--- config.mk ---
export PLATFORM = sky130hd
export DESIGN_NAME = max_descent_path_sum
export DESIGN_NICKNAME = d
export VERILOG_FILES = /design/src/sv/mdps_pkg.sv /design/src/sv/max_descent_path_sum.sv /design/src/sv/mdps_line_store.sv /design/src/sv/mdps_cell_calc.sv
export SDC_FILE = /design/constraint.sdc
export NUM_CORES = 2
export LEC_CHECK = 0
export BUFFER_PORTS_ARGS = -buffer_cell sky130_fd_sc_hd__buf_4
export CAP_MARGIN = 20
export CORE_MARGIN = 2
export CORE_UTILIZATION = 55
export DETAILED_ROUTE_END_ITERATION = 8
export PLACE_DENSITY_LB_ADDON = 0.2
export SYNTH_ARGS = -nofsm -noshare
export SYNTH_HDL_FRONTEND = slang
export SYNTH_SLANG_ARGS = --single-unit
--- constraint.sdc ---
create_clock -name i_clk -period 25.1 [get_ports i_clk]
set_clock_uncertainty 0.1 [all_clocks]
set_input_delay 5.02 -clock i_clk [delete_from_list [all_inputs] [get_ports i_clk]]
set_output_delay 5.02 -clock i_clk [all_outputs]
set_load 0.01 [all_outputs]
--- src/sv/mdps_pkg.sv ---
// ----------------------------------------------------------------------------
// mdps_pkg
// Shared widths, types and limits for the maximum descent path sum block.
// ----------------------------------------------------------------------------
package mdps_pkg;

    // largest grid the line store holds
    localparam int MAX_GRID = 64;

    // field widths
    localparam int VAL_W  = 16;
    localparam int SUM_W  = 22;
    localparam int COL_W  = 7;
    localparam int SIZE_W = 7;

    // internal widths that follow from the grid limit
    localparam int ADDR_W = (MAX_GRID > 1) ? $clog2(MAX_GRID) : 1;
    localparam int N_W    = $clog2(MAX_GRID + 1);

    // stream byte widths
    localparam int S_DATA_W = ((VAL_W + 7) / 8) * 8;
    localparam int M_DATA_W = ((SUM_W + COL_W + 7) / 8) * 8;

    // saturation limits of a path sum
    localparam logic signed [SUM_W-1:0] SUM_MAX = {1'b0, {(SUM_W-1){1'b1}}};
    localparam logic signed [SUM_W-1:0] SUM_MIN = {1'b1, {(SUM_W-1){1'b0}}};

    // grid position of one cell travelling to the compute stage
    typedef struct packed {
        logic              first_row;
        logic              first_col;
        logic              last_col;
        logic              last_row;
        logic [ADDR_W-1:0] col;
    } t_cell_ctl;

    // compute stage result
    typedef struct packed {
        logic                    emit;
        logic signed [SUM_W-1:0] row_sum;
        logic signed [SUM_W-1:0] best_sum;
        logic [COL_W-1:0]        best_column;
    } t_cell_res;

endpackage

--- src/sv/max_descent_path_sum.sv ---
// ----------------------------------------------------------------------------
// max_descent_path_sum
// Streams an n-by-n grid in row-major order and reports the best top-to-bottom
// path sum and its bottom-row column after the last cell of each grid.
//
//   channel   dir  width  contents
//   s_axis    in   16     cell_value
//   m_axis    out  32     best_sum, best_column
//   cfg       in   7      grid_size
//
// One cell per cycle sustained unless the compute stage stalls. A cell is
// registered on its transfer while the right-hand neighbour is read from the
// line store; its sum is formed and written back when the compute stage
// commits, which also loads the result register for the last cell. Reset is
// synchronous and needs no clearing pass. Input ready drops only while a
// finished result waits and another result is due from the compute stage.
// ----------------------------------------------------------------------------
module max_descent_path_sum (
    input  logic                                i_clk,
    input  logic                                i_rst_n,
    // cell stream
    input  logic                                i_s_tvalid,
    output logic                                o_s_tready,
    input  logic [mdps_pkg::S_DATA_W-1:0]       i_s_tdata,  // [15:0] cell_value
    // result stream
    output logic                                o_m_tvalid,
    input  logic                                i_m_tready,
    output logic [mdps_pkg::M_DATA_W-1:0]       o_m_tdata,  // [21:0] best_sum,
                                                            // [28:22] best_column
    // grid size register
    input  logic                                i_cfg_we,
    input  logic [mdps_pkg::SIZE_W-1:0]         i_cfg_wdata
);
    import mdps_pkg::*;

    // grid position and size
    logic [N_W-1:0]           r_grid_n;
    logic [ADDR_W-1:0]        r_col;
    logic [ADDR_W-1:0]        r_row;
    logic [N_W-1:0]           n_grid_n;

    // compute stage
    logic                     r_b_valid;
    t_cell_ctl                r_b_ctl;
    logic signed [VAL_W-1:0]  r_b_value;
    logic signed [SUM_W-1:0]  r_here_old;
    logic signed [SUM_W-1:0]  r_left_old;

    // output register
    logic                     r_out_valid;
    logic signed [SUM_W-1:0]  r_out_sum;
    logic [COL_W-1:0]         r_out_col;

    logic                     s_accept;
    logic                     a_last_col;
    logic                     a_last_row;
    logic [ADDR_W-1:0]        rd_addr;
    logic signed [SUM_W-1:0]  rd_data;
    t_cell_ctl                a_ctl;
    t_cell_res                b_res;
    logic                     b_stall;
    logic                     b_commit;

    // position decode on the input side
    always_comb begin
        a_last_col = (N_W'(r_col) == (r_grid_n - N_W'(1)));
        a_last_row = (N_W'(r_row) == (r_grid_n - N_W'(1)));
        rd_addr    = a_last_col ? '0 : (r_col + ADDR_W'(1));
        a_ctl.first_row = (r_row == '0);
        a_ctl.first_col = (r_col == '0);
        a_ctl.last_col  = a_last_col;
        a_ctl.last_row  = a_last_row;
        a_ctl.col       = r_col;
    end

    // handshake
    assign b_stall    = r_b_valid && b_res.emit && r_out_valid && !i_m_tready;
    assign b_commit   = r_b_valid && !b_stall;
    assign o_s_tready = !b_stall;
    assign s_accept   = i_s_tvalid && o_s_tready;

    // grid size clamp
    always_comb begin
        if (i_cfg_wdata == '0) begin
            n_grid_n = N_W'(1);
        end else if (32'(i_cfg_wdata) > MAX_GRID) begin
            n_grid_n = N_W'(MAX_GRID);
        end else begin
            n_grid_n = N_W'(i_cfg_wdata);
        end
    end

    // register write and position counters
    always_ff @(posedge i_clk) begin
        if (!i_rst_n) begin
            r_grid_n <= N_W'(MAX_GRID);
            r_col    <= '0;
            r_row    <= '0;
        end else if (i_cfg_we) begin
            r_grid_n <= n_grid_n;
            r_col    <= '0;
            r_row    <= '0;
        end else if (s_accept) begin
            if (a_last_col) begin
                r_col <= '0;
                r_row <= a_last_row ? '0 : (r_row + ADDR_W'(1));
            end else begin
                r_col <= r_col + ADDR_W'(1);
            end
        end
    end

    // compute stage valid
    always_ff @(posedge i_clk) begin
        if (!i_rst_n) begin
            r_b_valid <= 1'b0;
        end else if (s_accept) begin
            r_b_valid <= 1'b1;
        end else if (b_commit) begin
            r_b_valid <= 1'b0;
        end
    end

    // compute stage payload
    always_ff @(posedge i_clk) begin
        if (s_accept) begin
            r_b_ctl   <= a_ctl;
            r_b_value <= i_s_tdata[VAL_W-1:0];
        end
    end

    // sliding window over the previous row
    always_ff @(posedge i_clk) begin
        if (!i_rst_n) begin
            r_here_old <= '0;
            r_left_old <= '0;
        end else if (b_commit) begin
            r_left_old <= r_here_old;
            r_here_old <= rd_data;
        end
    end

    mdps_line_store u_line_store (
        .i_clk     (i_clk),
        .i_rd_en   (s_accept),
        .i_rd_addr (rd_addr),
        .o_rd_data (rd_data),
        .i_wr_en   (b_commit),
        .i_wr_addr (r_b_ctl.col),
        .i_wr_data (b_res.row_sum)
    );

    mdps_cell_calc u_cell_calc (
        .i_clk   (i_clk),
        .i_rst_n (i_rst_n),
        .i_commit(b_commit),
        .i_ctl   (r_b_ctl),
        .i_value (r_b_value),
        .i_here  (r_here_old),
        .i_left  (r_left_old),
        .i_right (rd_data),
        .o_res   (b_res)
    );

    // output register
    always_ff @(posedge i_clk) begin
        if (!i_rst_n) begin
            r_out_valid <= 1'b0;
        end else if (b_commit && b_res.emit) begin
            r_out_valid <= 1'b1;
        end else if (i_m_tready) begin
            r_out_valid <= 1'b0;
        end
    end

    always_ff @(posedge i_clk) begin
        if (b_commit && b_res.emit) begin
            r_out_sum <= b_res.best_sum;
            r_out_col <= b_res.best_column;
        end
    end

    assign o_m_tvalid = r_out_valid;
    assign o_m_tdata  = {{(M_DATA_W - SUM_W - COL_W){1'b0}}, r_out_col, r_out_sum};

    // checks
    a_ready_only_when_full: assert property (@(posedge i_clk) disable iff (!i_rst_n)
        !o_s_tready |-> (r_out_valid && r_b_valid))
        else $error("input stalled without a waiting result");

    a_col_in_range: assert property (@(posedge i_clk) disable iff (!i_rst_n)
        (N_W'(r_col) < r_grid_n) && (N_W'(r_row) < r_grid_n))
        else $error("grid position outside grid");

    a_result_from_stage: assert property (@(posedge i_clk) disable iff (!i_rst_n)
        $rose(r_out_valid) |-> $past(r_b_valid && r_b_ctl.last_row && r_b_ctl.last_col))
        else $error("result without a final cell");

    a_stall_holds: assert property (@(posedge i_clk) disable iff (!i_rst_n)
        b_stall |=> (r_b_valid && $stable(r_b_ctl)))
        else $error("stalled cell lost");

endmodule

--- src/sv/mdps_line_store.sv ---
// ----------------------------------------------------------------------------
// mdps_line_store
// Previous-row sum store: one write and one registered read per cycle, with
// write-to-read forwarding when both hit the same entry on the same edge.
// ----------------------------------------------------------------------------
module mdps_line_store (
    input  logic                                    i_clk,
    input  logic                                    i_rd_en,
    input  logic [mdps_pkg::ADDR_W-1:0]             i_rd_addr,
    output logic signed [mdps_pkg::SUM_W-1:0]       o_rd_data,
    input  logic                                    i_wr_en,
    input  logic [mdps_pkg::ADDR_W-1:0]             i_wr_addr,
    input  logic signed [mdps_pkg::SUM_W-1:0]       i_wr_data
);
    import mdps_pkg::*;

    logic signed [SUM_W-1:0] r_mem [MAX_GRID];
    logic signed [SUM_W-1:0] r_rd_data;

    // write port
    always_ff @(posedge i_clk) begin
        if (i_wr_en) begin
            r_mem[i_wr_addr] <= i_wr_data;
        end
    end

    // read port, newest data wins on an address clash
    always_ff @(posedge i_clk) begin
        if (i_rd_en) begin
            if (i_wr_en && (i_wr_addr == i_rd_addr)) begin
                r_rd_data <= i_wr_data;
            end else begin
                r_rd_data <= r_mem[i_rd_addr];
            end
        end
    end

    assign o_rd_data = r_rd_data;

endmodule

--- src/sv/mdps_cell_calc.sv ---
// ----------------------------------------------------------------------------
// mdps_cell_calc
// Cell sum from the largest of up to three upper neighbours plus the running
// best of the bottom row.
// ----------------------------------------------------------------------------
module mdps_cell_calc (
    input  logic                                i_clk,
    input  logic                                i_rst_n,
    input  logic                                i_commit,
    input  mdps_pkg::t_cell_ctl                 i_ctl,
    input  logic signed [mdps_pkg::VAL_W-1:0]   i_value,
    input  logic signed [mdps_pkg::SUM_W-1:0]   i_here,
    input  logic signed [mdps_pkg::SUM_W-1:0]   i_left,
    input  logic signed [mdps_pkg::SUM_W-1:0]   i_right,
    output mdps_pkg::t_cell_res                 o_res
);
    import mdps_pkg::*;

    logic signed [SUM_W-1:0]  r_best;
    logic [ADDR_W-1:0]        r_best_col;

    logic signed [SUM_W-1:0]  best_up;
    logic signed [SUM_W:0]    sum_wide;
    logic signed [SUM_W-1:0]  cell_sum;
    logic                     take;
    logic signed [SUM_W-1:0]  best_sum;
    logic [ADDR_W-1:0]        best_col;

    // largest neighbour above, then add and saturate
    always_comb begin
        best_up = i_here;
        if (!i_ctl.first_col && (i_left > best_up)) begin
            best_up = i_left;
        end
        if (!i_ctl.last_col && (i_right > best_up)) begin
            best_up = i_right;
        end
        sum_wide = {best_up[SUM_W-1], best_up}
                 + {{(SUM_W + 1 - VAL_W){i_value[VAL_W-1]}}, i_value};
        if (i_ctl.first_row) begin
            cell_sum = {{(SUM_W - VAL_W){i_value[VAL_W-1]}}, i_value};
        end else if (sum_wide > $signed({SUM_MAX[SUM_W-1], SUM_MAX})) begin
            cell_sum = SUM_MAX;
        end else if (sum_wide < $signed({SUM_MIN[SUM_W-1], SUM_MIN})) begin
            cell_sum = SUM_MIN;
        end else begin
            cell_sum = sum_wide[SUM_W-1:0];
        end
    end

    // first maximum of the bottom row wins
    always_comb begin
        take     = i_ctl.first_col || (cell_sum > r_best);
        best_sum = take ? cell_sum : r_best;
        best_col = take ? i_ctl.col : r_best_col;
    end

    // running best over the bottom row
    always_ff @(posedge i_clk) begin
        if (!i_rst_n) begin
            r_best     <= '0;
            r_best_col <= '0;
        end else if (i_commit && i_ctl.last_row) begin
            r_best     <= best_sum;
            r_best_col <= best_col;
        end
    end

    assign o_res.emit        = i_ctl.last_row && i_ctl.last_col;
    assign o_res.row_sum     = cell_sum;
    assign o_res.best_sum    = best_sum;
    assign o_res.best_column = COL_W'(best_col) + COL_W'(1);

endmodule
Word-level counts from Yosys, hierarchy flattened. Memory sizes are Yosys's and may differ from the RTL's. A register that Yosys moved wholly into a read port is not among the register bits. Index checks and enable logic that the tools add are counted.

Bits in registers: 148. Bits in latches: 0. Memory bits (writable): 1408. Bits in read-only memories: 0. Output and inout bits: 34. Word-level logic and storage cells: 71. Memories: 1.

Memory list: u_line_store.r_mem (words 64, width 22, rd ports 1, clocked after Yosys merged registers in 1, wr ports 1, line mdps_line_store.sv:17) `logic signed [SUM_W-1:0] r_mem [MAX_GRID];`.

Add/sub/neg operators: 5. Multipliers: 0. Div/mod/pow operators: 0. Magnitude comparators: 6. Eq/ne operators: 2. Shifts and indexed selects: 0. Multiplexer cells: 17. Bitwise operators: 1. Reduce and logical (&&, ||, !) cells: 22.

Operators by type and width (count): $mux W22 (6); $gt A22 B22 Y1 (3); $add A22 B16 Y23 (1); $gt A23 B22 Y1 const B (1); $lt A23 B22 Y1 const B (1); $mux W6 (3); $eq A6 B7 Y1 (2); $mux W7 (2); $add A6 B1 Y6 const B (2); $logic_not A6 Y1 (2); $logic_and A1 B1 Y1 (10); $add A6 B1 Y7 const B (1); $gt A7 B7 Y1 const B (1); $logic_not A7 Y1 (1); $sub A7 B1 Y7 const B (1); $mux W1 (6); $logic_not A1 Y1 (4); $reduce_bool A2 Y1 (2); $reduce_and A2 Y1 (1); $reduce_or A2 Y1 (1); $logic_or A1 B1 Y1 (1); $not A1 Y1 (1).

Depth between registers and ports, before layout.
Depth in word-level cells: 15. Gate-level depth with buffers: 48. Mapped depth without buffers: 45.

By module. Synthesis repeated with hierarchy kept, for this count alone.

Cells, all modules: 3899. Area, all modules: 65427.8 um2.

By module, submodules not included: mdps_line_store (times used 1, cells each 2781, area an instance 55429.4 um2); mdps_cell_calc (times used 1, cells each 693, area an instance 5221.3 um2); max_descent_path_sum (times used 1, cells each 425, area an instance 4777.1 um2).

Worst setup path after synthesis. No wires, ideal clock.

Path kind: reg2reg. Start point: register r_here_old[3]. End point: register r_out_col[6] (data pin). Data arrival time: 11494 ps. Slack: 13243 ps. Cell stages (with the launch flop): 47. Path buffers: 6. Clock period less this slack: 11857 ps. Cells stage by stage: dfxtp_1 > inv_1 > ha_1 > a21o_1 > a21o_1 > a221oi_1 > o221ai_1 > a221oi_1 > o21ai_0 > o211ai_1 > clkbuf_1 > mux2i_1 > ha_1 > a21o_1 > a21o_1 > a21oi_1 > nor3_1 > a211oi_1 > [... 11 more ...] > a221oi_2 > o21a_1 > buf_2 > a221oi_1 > buf_2 > a2bb2oi_1 > ha_1 > a21oi_1 > nor2b_1 > o21ai_0 > o211ai_1 > a221o_1 > a31oi_1 > mux2_2 > ha_1 > nand4_1 > o21ai_0 > nor3b_1.

RTL lines: start, declared (line max_descent_path_sum.sv:46) `logic signed [SUM_W-1:0] r_here_old;`; start signal, assigned (line max_descent_path_sum.sv:139) `r_here_old <= rd_data;`; end signal, assigned (line max_descent_path_sum.sv:179) `r_out_col <= b_res.best_column;`; end, declared (line max_descent_path_sum.sv:52) `logic [COL_W-1:0] r_out_col;`.

==> summary.md <==
| Metric | Value |
|---|---|
| Skew-Pair Late Insertion Delay | `0.83 ns` |
| Combinational power share | `7.4%` |
| Initial antenna violation count | `8` |
| Slowest stage delay, CP | `0.88 ns` |
| Crit path launch type | `register` |
| Max cap viols | `0` |
| Internal power | `4.380 mW` |
| Post-synth cell types | `105` |
| RSZ-0062 raised after global routing | `false` |
| Total gr overflow | `0` |
| Max-slew violation count | `0` |
| Clock root buffer | `clkbuf_16` |
| Yosys warnings | `0` |
| Vias per inst | `6.664` |
| VDD IR-drop max | `0.00007493 V` |
| Die ar. | `0.1244 mm^2` |
| ANT nets after route | `0` |
| IO Count | `62` |
| Main synth FF type | `edfxtp_1` |
| Vias after detailed routing | `43090` |
| DRC Markers | `0` |
| Number of synthesized flops with an enable pin | `1485` |
| Worst-case reg-to-reg path depth | `47` |
| FMAX | `0.08220 GHz` |
| CP Data Required Time | `25.67 ns` |
| Mean post-synth cell area | `14.32 um^2` |
| GRT Resource Usage Total | `31.53%` |
| Fin nets | `4851` |
| Vias in the first global route | `40090` |
| Asr flop ratio synth | `0%` |
| Pre-antenna DRT Iters | `8` |
| Initial core utilization | `55.60%` |
| R2R Setup Slk | `12.93 ns` |
| Synth Instances | `4672` |
| Vert. Die Dim | `352.7 um` |
| Share of cells above drive strength 1 | `14.95%` |
| CP max-delay cell | `o31ai_1` |
| Post-route setup TNS | `0 ns` |
| PwrDens | `76.12 mW/mm^2` |
| Core Region | `0.1203 mm^2` |
| CTS Sinks | `1578` |
| Sequential-to-total area share from yosys stat | `69.46%` |
| Hold slack | `0.3698 ns` |
| Port Buf Inserts | `58` |
| P_sw | `1.319 mW` |
| Hold Path Origin | `r_left_old[0]$_SDFFE_PN0P_` |
| Seq pwr share | `51.7%` |
| Clock power frac | `40.9%` |
| First-pass GRT wire length | `284500 um` |
| GP Congestion | `0.9223` |
| Min-delay worst type | `register to register` |
| Crit share post-route | `48.47%` |
| First DRT Iteration DRCs | `6249` |
| Clock-pin slew on the worst setup and hold paths | `0.06 ns` |
| Leakage | `24.35 nW` |
| Worst hold endpoint | `r_left_old[0]$_SDFFE_PN0P_` |
| Largest net degree at the start of global routing | `152` |
| Post-DP HPWL | `115400 um` |
| Synthesized flop and latch total | `1578` |
| Final Hold Fails | `0` |
| Routed wire length | `198500 um` |
| Total setup buffers inserted after CTS | `0` |
| Worst EP arrival | `12.74 ns` |
| Number of cells on the worst hold path | `2` |
| Tmin final | `12.17 ns` |
| Reg2reg start | `r_here_old[3]$_SDFFE_PN0P_` |
| Final Core Density | `62.24%` |
| Cts hold-fix bufs | `0` |
| Crit Path Category | `register to register` |
| TritonCTS clock tree | `built` |
| Worst-path maximum fanout | `34` |
| Synth-to-Final Area Change | `11.94%` |
| H-Tree Depth | `4` |
| Outcome | `completed` |
| FF-to-FF End | `u_cell_calc.r_best[0]$_SDFFE_PN0P_` |
| Filler instances | `8838` |
| Most common cell after layout, fill and taps aside | `edfxtp_1` |
| Crit. End Element | `register` |
| Cell Rows | `127` |
| Die width | `352.7 um` |
| Switching Share | `23.15%` |
| Commonest non-fill, non-tap cells in the layout | `1485 x edfxtp_1, 481 x nand2_1, 293 x a21oi_1, 222 x mux2i_1, 187 x buf_4` |
| Final worst slack | `12.93 ns` |
| Final number of setup-violating endpoints | `0` |
| CTS buffer count | `159` |
| Clock Path Buffers | `3` |
| Actual slew at the worst max-slew pin | `1.188 ns` |
| WL/cell | `30.70 um` |
| Worst setup path startpoint | `r_here_old[3]$_SDFFE_PN0P_` |
| Post-Syn Area | `0.06688 mm^2` |
| Slew margin rel. | `20.83%` |
| Pre-CTS setup slack | `12.64 ns` |
| # resized after CTS | `0` |
==> stage by stage <==
stage / area [um^2] / power [mW] / cells
3_5_place_dp: 69790 / 3.414 / 6177
3_3_place_gp: 69750 / 3.409 / 6175
6_report: 74870 / 5.699 / 6466
2_1_floorplan: 66890 / 3.244 / 4674
5_1_grt: 74860 / 5.845 / 6462
4_1_cts: 74840 / 5.702 / 6461
==> cells by family (layout without fill, tap and decap cells) <==
kind of cell,count (synthesis),after routing,synth area share (%)
xor gates and xnor gates,49,49,0.7034
adders and majority gates,96,96,1.807
other,1,7,0.005607
DFF,1578,1578,69.46
and+or+nand+nor,1062,1062,7.176
AOI/OAI and AO/OA,1082,1082,11.15
buffers and inverters,428,604,2.793
muxes,376,376,6.908
==> flip-flops by register name, indices dropped and copies added (netlist names) <==
register	count
u_line_store.r_mem	1408
r_here_old	22
r_left_old	22
r_out_sum	22
u_cell_calc.r_best	22
u_line_store.o_rd_data	22
r_b_value	16
r_b_ctl	10
r_grid_n	7
r_out_col	7
r_col	6
r_row	6
u_cell_calc.r_best_col	6
o_m_tvalid	1
r_b_valid	1
==> cell type report <==
class                      instances  area, um^2  area share [%]
clock buffer                     201        4232           5.652
sequential                      1578       46460           62.05
inverter                         127       486.7          0.6501
timing repair buffer             193        1526           2.039
clock inverter                    83       820.8           1.096
antenna                            4       10.01         0.01337
tap                             1612        2017           2.694
multi-input combinational       2668       19320           25.80
==> metal layers <==
layer,part of all wire [%],track usage [%]
met5,0.012,0
met4,3.9,12.27
met3,12,7.840
met2,45,47.00
met1,39,44.92
==> critical path, delay by kind of cell, from the launching register on <==
kind,cells,cell delay (ns)
compound gates,24,5.68
fa+ha+maj,5,1.34
buf+inv,8,1.72
flops,1,0.37
mux,2,0.72
simple gates,8,2.04
==> worst max-delay path by stage <==
stage | end | depth (start not counted)
4_1_cts | u_cell_calc.r_best[0]$_SDFFE_PN0P_ | 47
6_report | u_cell_calc.r_best[0]$_SDFFE_PN0P_ | 47
3_5_place_dp | u_cell_calc.r_best[0]$_SDFFE_PN0P_ | 47
3_3_place_gp | u_cell_calc.r_best[16]$_SDFFE_PN0P_ | 47
2_1_floorplan | r_out_col[6]$_DFFE_PP_ | 46
5_1_grt | u_cell_calc.r_best[0]$_SDFFE_PN0P_ | 47
==> cell usage after synthesis, types with 22 or more instances <==
cell / number / area, um^2
edfxtp_1: 1485 / 44590
nand2_1: 481 / 1805
a21oi_1: 294 / 1471
mux2i_1: 222 / 2222
nor2_1: 207 / 777.0
o21ai_0: 161 / 805.8
clkbuf_1: 152 / 570.6
inv_1: 125 / 469.2
nand3_1: 125 / 625.6
ha_1: 95 / 1189
mux2_2: 94 / 1059
dfxtp_1: 93 / 1862
buf_2: 89 / 445.4
a31oi_1: 69 / 431.7
o22ai_1: 68 / 425.4
mux4_2: 59 / 1329
nor3_1: 59 / 295.3
o221ai_1: 41 / 359.1
o211ai_1: 35 / 262.8
a311oi_1: 34 / 297.8
buf_1: 34 / 127.6
nand4_1: 33 / 206.5
a211oi_1: 32 / 240.2
a21o_1: 28 / 210.2
and2_1: 27 / 168.9
xnor2_1: 27 / 236.5
a32oi_1: 26 / 227.7
and3_1: 26 / 162.7
or3_1: 26 / 162.7
o31ai_1: 25 / 187.7
a22oi_1: 23 / 172.7
o311a_1: 22 / 220.2
==> power groups by stage <==
stage                     Clock, mW  Sequential, mW  Combinational [mW]
after global placement            0            3.00               0.405
after CTS                      2.34            2.95               0.412
after global routing           2.45            2.95               0.446
final                          2.33            2.95               0.421
after floorplan                   0            3.00               0.245
after detailed placement          0            3.00               0.410
Note: power is estimated with default switching activity, not from simulation.
